**src/free_list_handle_allocator_unit_assert.svh**
```systemverilog
// ---------------------------------------------------------------------------
// free list handle allocator assertion macros
// shared property forms used by the allocator rtl
// ---------------------------------------------------------------------------
`ifndef FREE_LIST_HANDLE_ALLOCATOR_UNIT_ASSERT_SVH
`define FREE_LIST_HANDLE_ALLOCATOR_UNIT_ASSERT_SVH

// same-cycle implication under synchronous active-low reset
`define FLA_ASSERT_SAME(label, clk, rst_n, ante, cons) \
    label: assert property (@(posedge clk) disable iff (!rst_n) (ante) |-> (cons)) \
        else $error("allocator check failed");

// next-cycle implication under synchronous active-low reset
`define FLA_ASSERT_NEXT(label, clk, rst_n, ante, cons) \
    label: assert property (@(posedge clk) disable iff (!rst_n) (ante) |=> (cons)) \
        else $error("allocator check failed");

`endif

```
**src/fla_pkg.sv**
```systemverilog
// ---------------------------------------------------------------------------
// fla_pkg
// types and constants of the free list handle allocator
// ---------------------------------------------------------------------------
package fla_pkg;

    localparam int HANDLE_W  = 4;
    localparam int COUNT_W   = 5;
    localparam int ERR_W     = 8;
    localparam int IN_DATA_W = 8;
    localparam int OUT_DATA_W = 32;

    typedef enum logic {
        CMD_ALLOC = 1'b0,
        CMD_FREE  = 1'b1
    } t_command;

    localparam logic [ERR_W-1:0] ERR_MAX = {ERR_W{1'b1}};

    // result item, highest field first
    typedef struct packed {
        logic [OUT_DATA_W-27:0] pad;
        logic [ERR_W-1:0]       underflow_total;
        logic [ERR_W-1:0]       overflow_total;
        logic [COUNT_W-1:0]     free_count;
        logic                   ok;
        logic [HANDLE_W-1:0]    handle_out;
    } t_result;

endpackage

```
**src/fla_ram.sv**
```systemverilog
// ---------------------------------------------------------------------------
// fla_ram
// generic single-write single-read ram with registered read data
// ---------------------------------------------------------------------------
module fla_ram #(
    parameter int WIDTH = 4,
    parameter int DEPTH = 16
) (
    input  logic                     i_clk,
    input  logic                     i_wr_en,
    input  logic [$clog2(DEPTH)-1:0] i_wr_addr,
    input  logic [WIDTH-1:0]         i_wr_data,
    input  logic                     i_rd_en,
    input  logic [$clog2(DEPTH)-1:0] i_rd_addr,
    output logic [WIDTH-1:0]         o_rd_data
);

    logic [WIDTH-1:0] r_mem [DEPTH];
    logic [WIDTH-1:0] r_rd_data;

    always_ff @(posedge i_clk) begin
        if (i_wr_en) begin
            r_mem[i_wr_addr] <= i_wr_data;
        end
        if (i_rd_en) begin
            r_rd_data <= r_mem[i_rd_addr];
        end
    end

    assign o_rd_data = r_rd_data;

endmodule

```
**src/free_list_handle_allocator_unit.sv**
```systemverilog
// ---------------------------------------------------------------------------
// free_list_handle_allocator_unit
// free list of record handles held in a ring memory
// ---------------------------------------------------------------------------
// Each request (alloc or free) is accepted while the unit is idle; a
// successful one reads or writes the ring memory at that edge, and in
// ST_BUSY the result is built from the registered ram read data and loaded
// into the result register, so no new request is taken until then. After
// reset the ring is full and holds handles 0 to RECORD_COUNT-1 in order; a
// per-entry valid bit makes an entry that was never written read as its own
// index, so no clearing pass is needed. The result register lets the next
// request in while a result still waits downstream.
module free_list_handle_allocator_unit #(
    parameter int RECORD_COUNT = 16
) (
    input  logic                          i_clk,
    input  logic                          i_rst_n,
    input  logic                          s_axis_tvalid,
    output logic                          s_axis_tready,
    // [3:0] handle_in, [7:4] zero
    input  logic [fla_pkg::IN_DATA_W-1:0] s_axis_tdata,
    // [0] command
    input  logic                          s_axis_tuser,
    output logic                          m_axis_tvalid,
    input  logic                          m_axis_tready,
    // [3:0] handle_out, [4] ok, [9:5] free_count, [17:10] overflow_total,
    // [25:18] underflow_total, [31:26] zero
    output logic [fla_pkg::OUT_DATA_W-1:0] m_axis_tdata
);

    import fla_pkg::*;

    localparam int PW = $clog2(RECORD_COUNT);
    localparam int CW = $clog2(RECORD_COUNT + 1);
    localparam logic [PW-1:0] LAST_POS   = PW'(RECORD_COUNT - 1);
    localparam logic [CW-1:0] FULL_COUNT = CW'(RECORD_COUNT);

    typedef enum logic {
        ST_IDLE,
        ST_BUSY
    } t_state;

    t_state                r_state;
    logic [PW-1:0]         r_rd_pos;
    logic [PW-1:0]         r_wr_pos;
    logic [CW-1:0]         r_count;
    logic [ERR_W-1:0]      r_ovf;
    logic [ERR_W-1:0]      r_unf;
    logic [RECORD_COUNT-1:0] r_valid;
    logic                  r_res_alloc;
    logic                  r_res_ok;
    logic                  r_rd_hit;
    logic [PW-1:0]         r_rd_idx;
    logic                  r_m_valid;
    t_result               r_m_data;

    logic                  accept;
    logic                  load_result;
    logic                  ring_empty;
    logic                  ring_full;
    logic                  is_alloc;
    logic                  alloc_ok;
    logic                  free_ok;
    logic [HANDLE_W-1:0]   ram_q;
    logic [HANDLE_W-1:0]   rd_handle;
    logic [PW+HANDLE_W-1:0] idx_ext;
    logic [CW+COUNT_W-1:0] count_ext;
    t_result               n_result;

    assign s_axis_tready = (r_state == ST_IDLE);
    assign accept        = s_axis_tvalid & s_axis_tready;
    assign load_result   = (r_state == ST_BUSY) & (~r_m_valid | m_axis_tready);
    assign ring_empty    = (r_count == '0);
    assign ring_full     = (r_count == FULL_COUNT);
    assign is_alloc      = (t_command'(s_axis_tuser) == CMD_ALLOC);
    assign alloc_ok      = is_alloc & ~ring_empty;
    assign free_ok       = ~is_alloc & ~ring_full;

    fla_ram #(
        .WIDTH (HANDLE_W),
        .DEPTH (RECORD_COUNT)
    ) u_ring (
        .i_clk     (i_clk),
        .i_wr_en   (accept & free_ok),
        .i_wr_addr (r_wr_pos),
        .i_wr_data (s_axis_tdata[HANDLE_W-1:0]),
        .i_rd_en   (accept & alloc_ok),
        .i_rd_addr (r_rd_pos),
        .o_rd_data (ram_q)
    );

    // an entry never written holds its own index, cut to the handle width
    assign idx_ext   = {{HANDLE_W{1'b0}}, r_rd_idx};
    assign rd_handle = r_rd_hit ? ram_q : idx_ext[HANDLE_W-1:0];
    assign count_ext = {{COUNT_W{1'b0}}, r_count};

    always_comb begin
        n_result                 = '0;
        n_result.handle_out      = (r_res_alloc & r_res_ok) ? rd_handle : '0;
        n_result.ok              = r_res_ok;
        n_result.free_count      = count_ext[COUNT_W-1:0];
        n_result.overflow_total  = r_ovf;
        n_result.underflow_total = r_unf;
    end

    always_ff @(posedge i_clk) begin
        if (!i_rst_n) begin
            r_state   <= ST_IDLE;
            r_rd_pos  <= '0;
            r_wr_pos  <= '0;
            r_count   <= FULL_COUNT;
            r_ovf     <= '0;
            r_unf     <= '0;
            r_valid   <= '0;
            r_m_valid <= 1'b0;
        end else begin
            if (load_result) begin
                r_m_valid <= 1'b1;
            end else if (m_axis_tready) begin
                r_m_valid <= 1'b0;
            end
            unique case (r_state)
                ST_IDLE: begin
                    if (accept) begin
                        r_res_alloc <= is_alloc;
                        r_res_ok    <= alloc_ok | free_ok;
                        r_rd_hit    <= r_valid[r_rd_pos];
                        r_rd_idx    <= r_rd_pos;
                        if (alloc_ok) begin
                            r_rd_pos <= (r_rd_pos == LAST_POS) ? '0 : r_rd_pos + 1'b1;
                            r_count  <= r_count - 1'b1;
                        end else if (free_ok) begin
                            r_valid[r_wr_pos] <= 1'b1;
                            r_wr_pos <= (r_wr_pos == LAST_POS) ? '0 : r_wr_pos + 1'b1;
                            r_count  <= r_count + 1'b1;
                        end else if (is_alloc) begin
                            if (r_unf != ERR_MAX) begin
                                r_unf <= r_unf + 1'b1;
                            end
                        end else begin
                            if (r_ovf != ERR_MAX) begin
                                r_ovf <= r_ovf + 1'b1;
                            end
                        end
                        r_state <= ST_BUSY;
                    end
                end
                ST_BUSY: begin
                    // wait here until the result register is free
                    if (load_result) begin
                        r_m_data <= n_result;
                        r_state  <= ST_IDLE;
                    end
                end
                default: begin
                    r_state <= ST_IDLE;
                end
            endcase
        end
    end

    assign m_axis_tvalid = r_m_valid;
    assign m_axis_tdata  = r_m_data;

    `include "free_list_handle_allocator_unit_assert.svh"

    `FLA_ASSERT_SAME(a_no_accept_busy, i_clk, i_rst_n, r_state == ST_BUSY, !s_axis_tready)
    `FLA_ASSERT_SAME(a_count_bound, i_clk, i_rst_n, 1'b1, r_count <= FULL_COUNT)
    `FLA_ASSERT_NEXT(a_free_grows, i_clk, i_rst_n, accept && free_ok, r_count == $past(r_count) + 1'b1)
    `FLA_ASSERT_NEXT(a_alloc_shrinks, i_clk, i_rst_n, accept && alloc_ok, r_count == $past(r_count) - 1'b1)
    `FLA_ASSERT_SAME(a_fail_zero_handle, i_clk, i_rst_n, m_axis_tvalid && !m_axis_tdata[4], m_axis_tdata[3:0] == '0)

endmodule

```
**config.mk**
```make
export PLATFORM = sky130hd
export DESIGN_NAME = free_list_handle_allocator_unit
export DESIGN_NICKNAME = d
export VERILOG_FILES = /design/src/fla_pkg.sv /design/src/fla_ram.sv /design/src/free_list_handle_allocator_unit.sv
export VERILOG_INCLUDE_DIRS = /design/src /design/src/src
export SDC_FILE = /design/constraint.sdc
export NUM_CORES = 1
export LEC_CHECK = 0
export ABC_AREA = 1
export BUFFER_PORTS_ARGS = -buffer_cell sky130_fd_sc_hd__buf_2
export CAP_MARGIN = 20
export CORE_ASPECT_RATIO = 0.9
export CORE_MARGIN = 4
export CORE_UTILIZATION = 30
export DETAILED_ROUTE_END_ITERATION = 10
export SLEW_MARGIN = 0
export SYNTH_ARGS = -nofsm -noshare
export SYNTH_HDL_FRONTEND = slang
export SYNTH_HIERARCHICAL = 1
export SYNTH_SLANG_ARGS = --single-unit
```
**constraint.sdc**
```tcl
create_clock -name i_clk -period 3.7 [get_ports i_clk]
set_clock_uncertainty 0.2 [all_clocks]
set_input_delay 0.185 -clock i_clk [delete_from_list [all_inputs] [get_ports i_clk]]
set_output_delay 0.185 -clock i_clk [all_outputs]
set_load 0.1 [all_outputs]
```
**Word level (Yosys, flattened, before mapping)**

Memory sizes are Yosys's and may differ from the RTL's. A register that Yosys moved wholly into a read port is not among the register bits.
Cells that the tools add are included.

- ROM bits: 0
- Memories kept: 1
- Output and inout port bits: 34
- RAM bits: 64
- Flip-flop bits (word level): 80
- Input port bits: 13
- Word-level logic and storage cells: 76
- Bits in latches: 0

- Bitwise gates (word level): 17
- Equal/unequal tests: 5
- Shifts and indexed selects: 0
- $mul: 0
- Multiplexer cells: 16
- Reduce and logical (&&, ||, !) cells: 11
- Add/subtract/negate cells: 6
- Divide/modulo/power cells: 0
- Order comparisons: 3

Memories:

| name | words | width | rd ports | clocked after memory_dff | write ports | RTL line | source |
|---|---|---|---|---|---|---|---|
| u_ring.r_mem | 16 | 4 | 1 | 1 | 1 | fla_ram.sv:18 | `logic [WIDTH-1:0] r_mem [DEPTH];` |

Operators with widths:

| operator | number |
|---|---|
| 8-bit by 1-bit adder with 8-bit output, second input constant | 2 |
| 8-bit != test, second input constant | 2 |
| 16-bit OR | 1 |
| 4-bit 2-to-1 mux | 3 |
| 3-bit AND reduction | 4 |
| 6-bit AND reduction | 2 |
| 4-bit by 5-bit < comparator with 1-bit output, second input constant | 2 |
| 5-bit 2-to-1 mux | 2 |
| 4-bit by 1-bit adder with 4-bit output, second input constant | 2 |
| 4-bit == test, second input constant | 2 |
| 1-bit 2-to-1 mux | 8 |
| 1-bit bitwise AND | 7 |
| 1-bit inverter | 7 |
| 5-bit by 1-bit adder with 5-bit output, second input constant | 1 |
| 5-bit == test, second input constant | 1 |
| 5-bit zero test | 1 |
| 5-bit by 1-bit subtractor with 5-bit output, second input constant | 1 |
| 1-bit binary-select mux with 4-bit select | 1 |
| 1-bit demux with 4-bit select | 1 |
| 4-bit by 1-bit greater-or-equal comparator with 1-bit output, second input constant | 1 |
| 4-bit AND reduction | 1 |
| 2-bit nonzero test | 2 |
| 1-bit OR | 2 |
| 1-bit one-hot mux with 2 select lines | 1 |
| 1-bit logical AND | 1 |

**Depth between registers and ports, before layout**

Gate-level depths: netlist of run 1.

- Depth in word-level cells: 6
- Mapped depth: 12
- Depth with buffers taken out: 12

**Modules after synthesis**

The synthesis of run 1 kept the hierarchy.

Modules (own cells, without submodules):

| module | times used | area each (µm²) | cells each | sequential area each (µm²) |
|---|---|---|---|---|
| free_list_handle_allocator_unit | 1 | 3,627.2 | 404 | 1,931.9 |
| fla_ram | 1 | 3,006.6 | 290 | 2,042.0 |

**Worst setup path after synthesis of run 1**

OpenSTA, ideal clock, no wires.

- Path kind: reg-to-reg
- From: reg r_m_valid (netlist: m_axis_tvalid)
- To: reg r_m_data (netlist bit m_axis_tdata[0]) (enable)
- Path slack: 1.065 ns
- Stages on the path, launching flop included: 4
- Setup time: 0.409 ns
- Data arrival time: 2.027 ns
- Buffers on the path: 0
- Period minus slack after synthesis: 2.635 ns
- Required time: 3.091 ns
- Path through: dfxtp_1 nand2_1 nand2_1 nor2_1

- Longest elaborated chain between the ends: 4

RTL lines:

| item | RTL line | source |
|---|---|---|
| start, declared | free_list_handle_allocator_unit.sv:54 | `logic r_m_valid;` |
| start signal, assigned | free_list_handle_allocator_unit.sv:115 | `r_m_valid <= 1'b0;` |
| start signal, assigned | free_list_handle_allocator_unit.sv:118 | `r_m_valid <= 1'b1;` |
| start signal, assigned | free_list_handle_allocator_unit.sv:120 | `r_m_valid <= 1'b0;` |
| 1-bit inverter | free_list_handle_allocator_unit.sv:72 | `assign load_result = (r_state == ST_BUSY) & (~r_m_valid \| m_axis_tready);` |
| 1-bit OR | free_list_handle_allocator_unit.sv:72 |  |
| 1-bit bitwise AND | free_list_handle_allocator_unit.sv:72 |  |
| 3-bit AND reduction (no line) | - |  |
| end signal, assigned | free_list_handle_allocator_unit.sv:151 | `r_m_data <= n_result;` |
| end, declared | free_list_handle_allocator_unit.sv:55 | `t_result r_m_data;` |

Every way passes these cells.
A chain may end at the register's enable or synchronous reset.

**Worst setup path in the final report of run 1**

- From: reg r_state
- To: mem u_ring.r_mem[5][0] (enable)

- Longest elaborated chain between the ends: 5

RTL lines:

| item | RTL line | source |
|---|---|---|
| start, declared | free_list_handle_allocator_unit.sv:43 | `t_state r_state;` |
| start signal, assigned | free_list_handle_allocator_unit.sv:108 | `r_state <= ST_IDLE;` |
| start signal, assigned | free_list_handle_allocator_unit.sv:145 | `r_state <= ST_BUSY;` |
| start signal, assigned | free_list_handle_allocator_unit.sv:152 | `r_state <= ST_IDLE;` |
| 1-bit inverter (no line) | - |  |
| 1-bit bitwise AND | free_list_handle_allocator_unit.sv:71 | `assign accept = s_axis_tvalid & s_axis_tready;` |
| 1-bit bitwise AND | free_list_handle_allocator_unit.sv:84 | `.i_wr_en (accept & free_ok),` |
| 1-bit 2-to-1 mux | fla_ram.sv:22 | `if (i_wr_en) begin` |
| 1-bit 2-to-1 mux (not written as such) | fla_ram.sv:23 | `r_mem[i_wr_addr] <= i_wr_data;` |
| end, declared | fla_ram.sv:18 |  |

Every way passes these cells.

==> flow_metrics.py, run 1 <==
metrics = {
    "sta": {
        "final_hold_viol_count": 0,
        "report.final.slew_viol_count": 0,
        "setup_repair_after_global_routing_missed_its_margin": "false",
        "timing.final.crit_period_ns": 2.259,
        "timing.final.crit_share_pct": 61.06,
        "slew_headroom_pct": 52.14,
        "setup-tns-final_ns": 0,
        "setup_viol": 0,
        "maxClockFrequency_ghz": 0.4427,
        "worstMarginPinSlew_ns": 0.7152,
    },
    "global_routing": {
        "initial_antenna_violation_count": 0,
        "gr-total-overflow": 0,
        "maximum_number_of_pins_on_one_net_before_global_route_repair": 33,
        "grt_pass1_wl_mm": 21.33,
        "grt_pass1_vias": 4280,
        "grtUsageTotal_pct": 11.13,
    },
    "placed_design": {
        "placed_area_um2": 7066,
        "io_buffers": 36,
        "routabilityCongestion": 0.7905,
        "hpwl_mm": 8.769,
    },
    "pwr": {
        "power.ir.vdd_worst_mv": 0.3347,
        "power_per_cell_area_nw_per_um2": 504.7,
        "p_leak_nw": 3.020,
        "finalPower_mw": 3.896,
    },
    "logic_synthesis": {
        "synth_cell_types": 35,
        "yosys.cell_count.top_type": "nand2_1",
        "netlist_top_cells_count": "169 x nand2_1, 101 x edfxtp_1, 100 x inv_1",
        "syn-mean-instance-area_um2": 9.559,
        "ys_seq_elements": 148,
        "synth_top_cells_by_area": "edfxtp_1 46%, dfxtp_1 14%, nand2_1 9.6%",
        "syn_inst": 694,
        "synth_area_leader_cell": "edfxtp_1",
        "synth_warnings": 6,
        "synth_edf_count": 101,
        "async_flop_share_pct": 0,
        "synth_sequential_area_ratio_pct": 59.90,
        "synth_flop_cell": "edfxtp_1",
        "mappedNetlistArea_um2": 6634,
        "post-synth-top-area-fraction_pct": 45.72,
    },
    "routing": {
        "initialDrtViolationCount": 304,
        "num_vias": 4613,
        "drcViolationCount": 0,
        "ant_nets": 0,
        "avgRoutedWirePerCell_um": 12.60,
        "finalWirelength_mm": 13.20,
        "tritonroute_pass_1_iters": 5,
        "drt-vias-per-instance": 4.402,
    },
    "worst_setup_path": {
        "path_cells": "inv_2 -> nand2_4 -> inv_2 -> nand3_4 -> inv_1 -> nand3b_1 -> nor2_1",
        "path_max_fanout": 11,
        "cpMaxStageDelayCell": "nor2_1",
        "cp_max_stage_delay_ns": 0.43,
        "critPathBufInv": 3,
        "start_kind": "flop",
        "cp_data_required_time_ns": 3.57,
        "data_arrival_at_the_endpoint_of_the_critical_path_ns": 2.13,
        "critPathMostFrequentCell": "inv_2",
        "critical_path_class": "flop to flop",
        "critPathTopFamily": "simple AND/OR/NAND/NOR gates",
        "endpoint_kind": "flop",
    },
    "clock_tree": {
        "clock_tree.root_cell": "clkbuf_16",
        "path_clk_slew_ns": 0.06,
        "clkLatencyLatePin_ns": 0.42,
        "maximum_root_to_sink_buffer_count": 2,
        "cts.sinks": 148,
        "cts.repair.resized": 0,
        "post-cts-setup-buffers": 0,
        "cts_tree": "yes",
        "clock_tree.htree_level_count": 4,
        "tritoncts.num_buffers": 17,
    },
    "layout": {
        "layout.nets": 768,
        "antenna-diode-count": 0,
        "fraction_of_layout_cells_with_a_size_suffix_above_1_pct": 12.81,
        "postLayoutCellArea_um2": 7720,
        "area_delta_synth_final_pct": 16.37,
    },
    "floorplanning": {
        "floorplan_die_area_um2": 24560,
        "height_of_the_die_um": 149.1,
        "core_region_area_um2": 21700,
        "floorplan.initialDensity_pct": 30.58,
        "pin_count": 47,
        "die_x_um": 164.7,
        "row_count": 51,
    },
    "flow_run": {
        "drv.max_cap_violation_count": 0,
    },
    "run_status": {
        "status": "finished clean",
    },
    "min_path": {
        "min_path_type": "primary input to flop",
    },
}
## tightest hold or removal path, stage by stage
cell and delay, ns:
buf_2 0.11, nand2_4 0.09, nor2_2 0.09, nand3_1 0.07, a21oi_1 0.06
## area by class of cell
class / instances / area [µm²]
Clock inverter: 12 / 96.34
Inverter: 108 / 414.1
Clock buffer: 20 / 478.0
Timing Repair Buffer: 49 / 297.8
Sequential cell: 148 / 3974
Fill cell: 2185 / 13980
Multi-Input combinational cell: 420 / 2096
Tap cell: 291 / 364.1
## report_power, final
part           leakage, nW  switching (mW)  internal (mW)
registers             1.29          0.0355           1.81
clock network        0.279           0.688          0.941
logic                 1.45           0.317          0.104
total                 3.02            1.04           2.86
## state kept, by name, summed over array words and instances (netlist names)
name              flops
r_unf                 8
r_rd_hit              1
u_ring/o_rd_data      4
r_state               1
r_valid              16
u_ring/r_mem         64
r_count               5
r_wr_pos              4
r_res_ok              1
r_rd_pos              4
m_axis_tvalid         1
r_ovf                 8
m_axis_tdata         26
r_rd_idx              4
r_res_alloc           1
## per-layer routing
metal	GRT usage (%)	up-vias	wire, µm	part of all wire, %
li1	-	2379	-	-
met1	14.78	2149	6362	48
met2	17.58	72	6210	47
met3	2.708	13	474	3.6
met4	4.366	0	156	1.2
met5	0	-	0	0
## final timing paths
path | start | to | depth (start not counted) | slack [ns]
worst max register to register | r_state | u_ring/r_mem[5][0] | 7 | 1.44
worst min-delay path | s_axis_tvalid | r_ovf[2] | 5 | 0.03
worst min register to register | r_valid[8] | r_valid[8] | 2 | 0.25
worst max-delay path | r_state | u_ring/r_mem[5][0] | 7 | 1.44
## cell families (layout without fill, tap and decap cells)
| family | count (synthesis) | count (layout) | synth area share, % |
|---|---|---|---|
| other | 1 | 6 | 0.05653 |
| buffers and inverters | 131 | 189 | 8.827 |
| AND/OR/NAND/NOR | 317 | 317 | 21.86 |
| adder cells (fa/ha/maj) | 11 | 11 | 2.188 |
| flip-flops | 148 | 148 | 59.90 |
| XOR/XNOR | 10 | 10 | 1.320 |
| AO/OA/AOI/OAI | 76 | 76 | 5.847 |
## cells in the final DEF (no fill, tap or decap), types with 2 or more instances in the layout
cell             n
nor2_1          39
conb_1           6
nor2_4           2
o21ai_1          6
dfxtp_1         47
xnor2_1          2
nand2_1        169
inv_1          100
edfxtp_1       101
clkbuf_8         2
clkinv_4         6
dlygate4sd3_1    8
buf_4            5
inv_2            4
a21oi_2          2
buf_2           36
inv_6            3
ha_1            10
nand4_1         11
clkinv_2         2
clkinvlp_4       2
nand3_1         76
a21oi_1         54
nor2_2           3
clkbuf_16       18
nand3_4          3
xor2_1           8
o21ai_0         14
nand3b_1         6
inv_4            2
nand2_4          3
## per-stage QoR
| stage | hold slack [ns] | setup WS [ns] | util (%) | std cells |
|---|---|---|---|---|
| after floorplan | 0.08387 | 1.065 | - | 699 |
| after global placement | 0.2340 | 1.531 | 32.57 | 1008 |
| after detailed placement | 0.2374 | 1.465 | 32.57 | 1008 |
| after CTS | 0.01330 | 1.437 | 35.58 | 1048 |
| after global routing | 0.04853 | 1.292 | 35.58 | 1048 |
| final | 0.02780 | 1.441 | 35.58 | 1048 |
## repair_timing
action	CTS	global route
endpoints found under the setup margin	0	0
hold buffers	8	0
endpoints found under the hold margin	79	0
Note: power is estimated with default switching activity, not from simulation.
==> run 2: changes to the inputs <==
==> constraint.sdc (replaced) <==
create_clock -name i_clk -period 2.1 [get_ports i_clk]
set_clock_uncertainty 0.2 [all_clocks]
set_input_delay 0.105 -clock i_clk [delete_from_list [all_inputs] [get_ports i_clk]]
set_output_delay 0.105 -clock i_clk [all_outputs]
set_load 0.1 [all_outputs]
==> run 2 against run 1 <==
  * Register-to-register slack got worse by 1.4 ns
  * Sequential power grew 75%
  * Maximum frequency up 11%
  * Clock-buffer cell count is 1 higher
  * Worst setup slack worse by 1.4 ns
  * Global-route usage is 0.50 points higher
  * Cell count rose by 1.5%
  * Critical path depth increased by 4
  * Combinational power increased by 92%
  * Flip-flop and latch count stayed put
  * Routed wire length up 1.2%
  * Non-clock buffer count rose by 16
  * Critical path type unchanged
==> flow_metrics.py, run 2 (synthesized netlist as in run 1, its figures left out) <==
metrics = {
    "run_status": {
        "status": "finished clean",
    },
    "placed_design": {
        "routabilityCongestion": 0.7978,
        "dp_slack_ns": 0.08594,
        "io_buffers": 36,
        "place_inst": 1022,
        "hpwl_mm": 8.850,
    },
    "flow_run": {
        "drv.max_cap_violation_count": 0,
    },
    "floorplanning": {
        "row_count": 51,
        "floorplan.initialDensity_pct": 30.58,
        "floorplan_die_area_um2": 24560,
        "height_of_the_die_um": 149.1,
        "die_x_um": 164.7,
        "core_region_area_um2": 21700,
        "pin_count": 47,
    },
    "worst_setup_path": {
        "data_arrival_at_the_endpoint_of_the_critical_path_ns": 2.13,
        "start_kind": "flop",
        "worstRegToRegCells": 11,
        "cp_data_required_time_ns": 2.21,
        "path_max_fanout": 4,
        "critical_path_class": "flop to flop",
        "endpoint_kind": "flop",
    },
    "sta": {
        "report.final.slew_viol_count": 0,
        "final_hold_viol_count": 0,
        "timing.final.crit_period_ns": 2.028,
        "postLayoutSetupSlackWorst_ns": 0.07248,
        "maxClockFrequency_ghz": 0.4932,
        "setup_repair_after_global_routing_missed_its_margin": "true",
        "setup-tns-final_ns": 0,
        "setup_viol": 0,
        "timing.final.crit_share_pct": 96.55,
    },
    "clock_tree": {
        "path_clk_slew_ns": 0.06,
        "cts.sinks": 148,
        "cts_tree": "yes",
        "clock_tree.root_cell": "clkbuf_16",
        "clock_tree.htree_level_count": 4,
        "clkLatencyLatePin_ns": 0.42,
        "maximum_root_to_sink_buffer_count": 2,
        "tritoncts.num_buffers": 17,
    },
    "layout": {
        "mostFrequentLayoutCells": "169 x nand2_1, 101 x edfxtp_1, 100 x inv_1",
        "layout.nets": 784,
        "layout_commonest_cell": "nand2_1",
        "area_delta_synth_final_pct": 18.99,
        "largest_register_ff_count": 64,
        "final-instance-count-excl-fill": 1064,
        "fraction_of_layout_cells_with_a_size_suffix_above_1_pct": 14.88,
        "antenna-diode-count": 0,
        "registers.top_by_ff_count": "u_ring/r_mem",
    },
    "global_routing": {
        "gr_met3_demand_resource_pct": 2.570,
        "gr-total-overflow": 0,
        "grtUsageMet1_pct": 16.04,
        "grt_util_met2_pct": 17.93,
        "grt_busiest_layer": "met2",
        "maximum_number_of_pins_on_one_net_before_global_route_repair": 47,
        "grtUsageTotal_pct": 11.63,
        "initial_antenna_violation_count": 0,
        "grt_pass1_wl_mm": 22.29,
        "grt_pass1_vias": 4334,
    },
    "pwr": {
        "finalPower_mw": 7.031,
        "power.ir.vdd_worst_mv": 0.5505,
        "power_per_cell_area_nw_per_um2": 890.7,
        "p_leak_nw": 3.113,
    },
    "routing": {
        "avgRoutedWirePerCell_um": 12.55,
        "finalWirelength_mm": 13.36,
        "drt-vias-per-instance": 4.417,
        "ant_nets": 0,
        "initialDrtViolationCount": 326,
        "tritonroute_pass_1_iters": 5,
        "drcViolationCount": 0,
        "num_vias": 4700,
    },
    "min_path": {
        "hold_depth": 2,
        "min_path_type": "flop to flop",
    },
}
-- run 2: final timing paths --
path,endpoint,slack [ns],start
worst min-delay path,r_valid[11],0.24,r_valid[11]
worst max register to register,r_count[4],0.07,r_count[0]
worst min register to register,r_valid[11],0.24,r_valid[11]
worst max-delay path,r_count[4],0.07,r_count[0]
-- run 2: critical path: stages (launching register included) --
cell and delay, ns:
dfxtp_1 0.34, nor2_4 0.18, nand3_1 0.11, nand2_1 0.14, inv_1 0.09, ha_1 0.33
a21oi_1 0.15, nand2_1 0.09, nand3_1 0.09, nand3_1 0.08, nand2_1 0.06, nand3_1 0.06
-- run 2: final cells by class --
class | count | area, µm²
well taps | 291 | 364.1
multi-input cells | 420 | 2111
flip-flops and latches | 148 | 3974
fillers | 2172 | 13800
clock inverters | 11 | 93.84
inverters | 108 | 414.1
clock buffers | 21 | 504.2
repair buffers | 65 | 432.9
-- run 2: per-stage QoR --
step | hold slack [ns] | utilization [%] | instance area (µm²)
global route | 0.2680 | 36.38 | 7894
global placement | 0.2035 | 33.13 | 7188
finish | 0.2438 | 36.38 | 7894
detailed placement | 0.2180 | 33.13 | 7188
CTS | 0.2472 | 36.30 | 7876
floorplan | 0.003869 | - | 6660
-- run 2: what timing repair did --
item                                    4_1_cts  5_1_grt
endpoints found under the setup margin        0        1
setup buffers                                 0        1
endpoints found under the hold margin        90        0
hold buffers                                  9        0
resized for setup                             0        4
-- run 2: power breakdown --
group / switching [mW] / internal, mW
Clock: 1.15 / 1.84
Combinational: 0.585 / 0.222
Sequential: 0.0496 / 3.19
-- run 2: metal layers --
layer / wire, µm / up-vias
met5: 0 / -
met4: 148 / 0
met3: 506 / 11
met2: 6178 / 82
met1: 6524 / 2203
li1: - / 2404
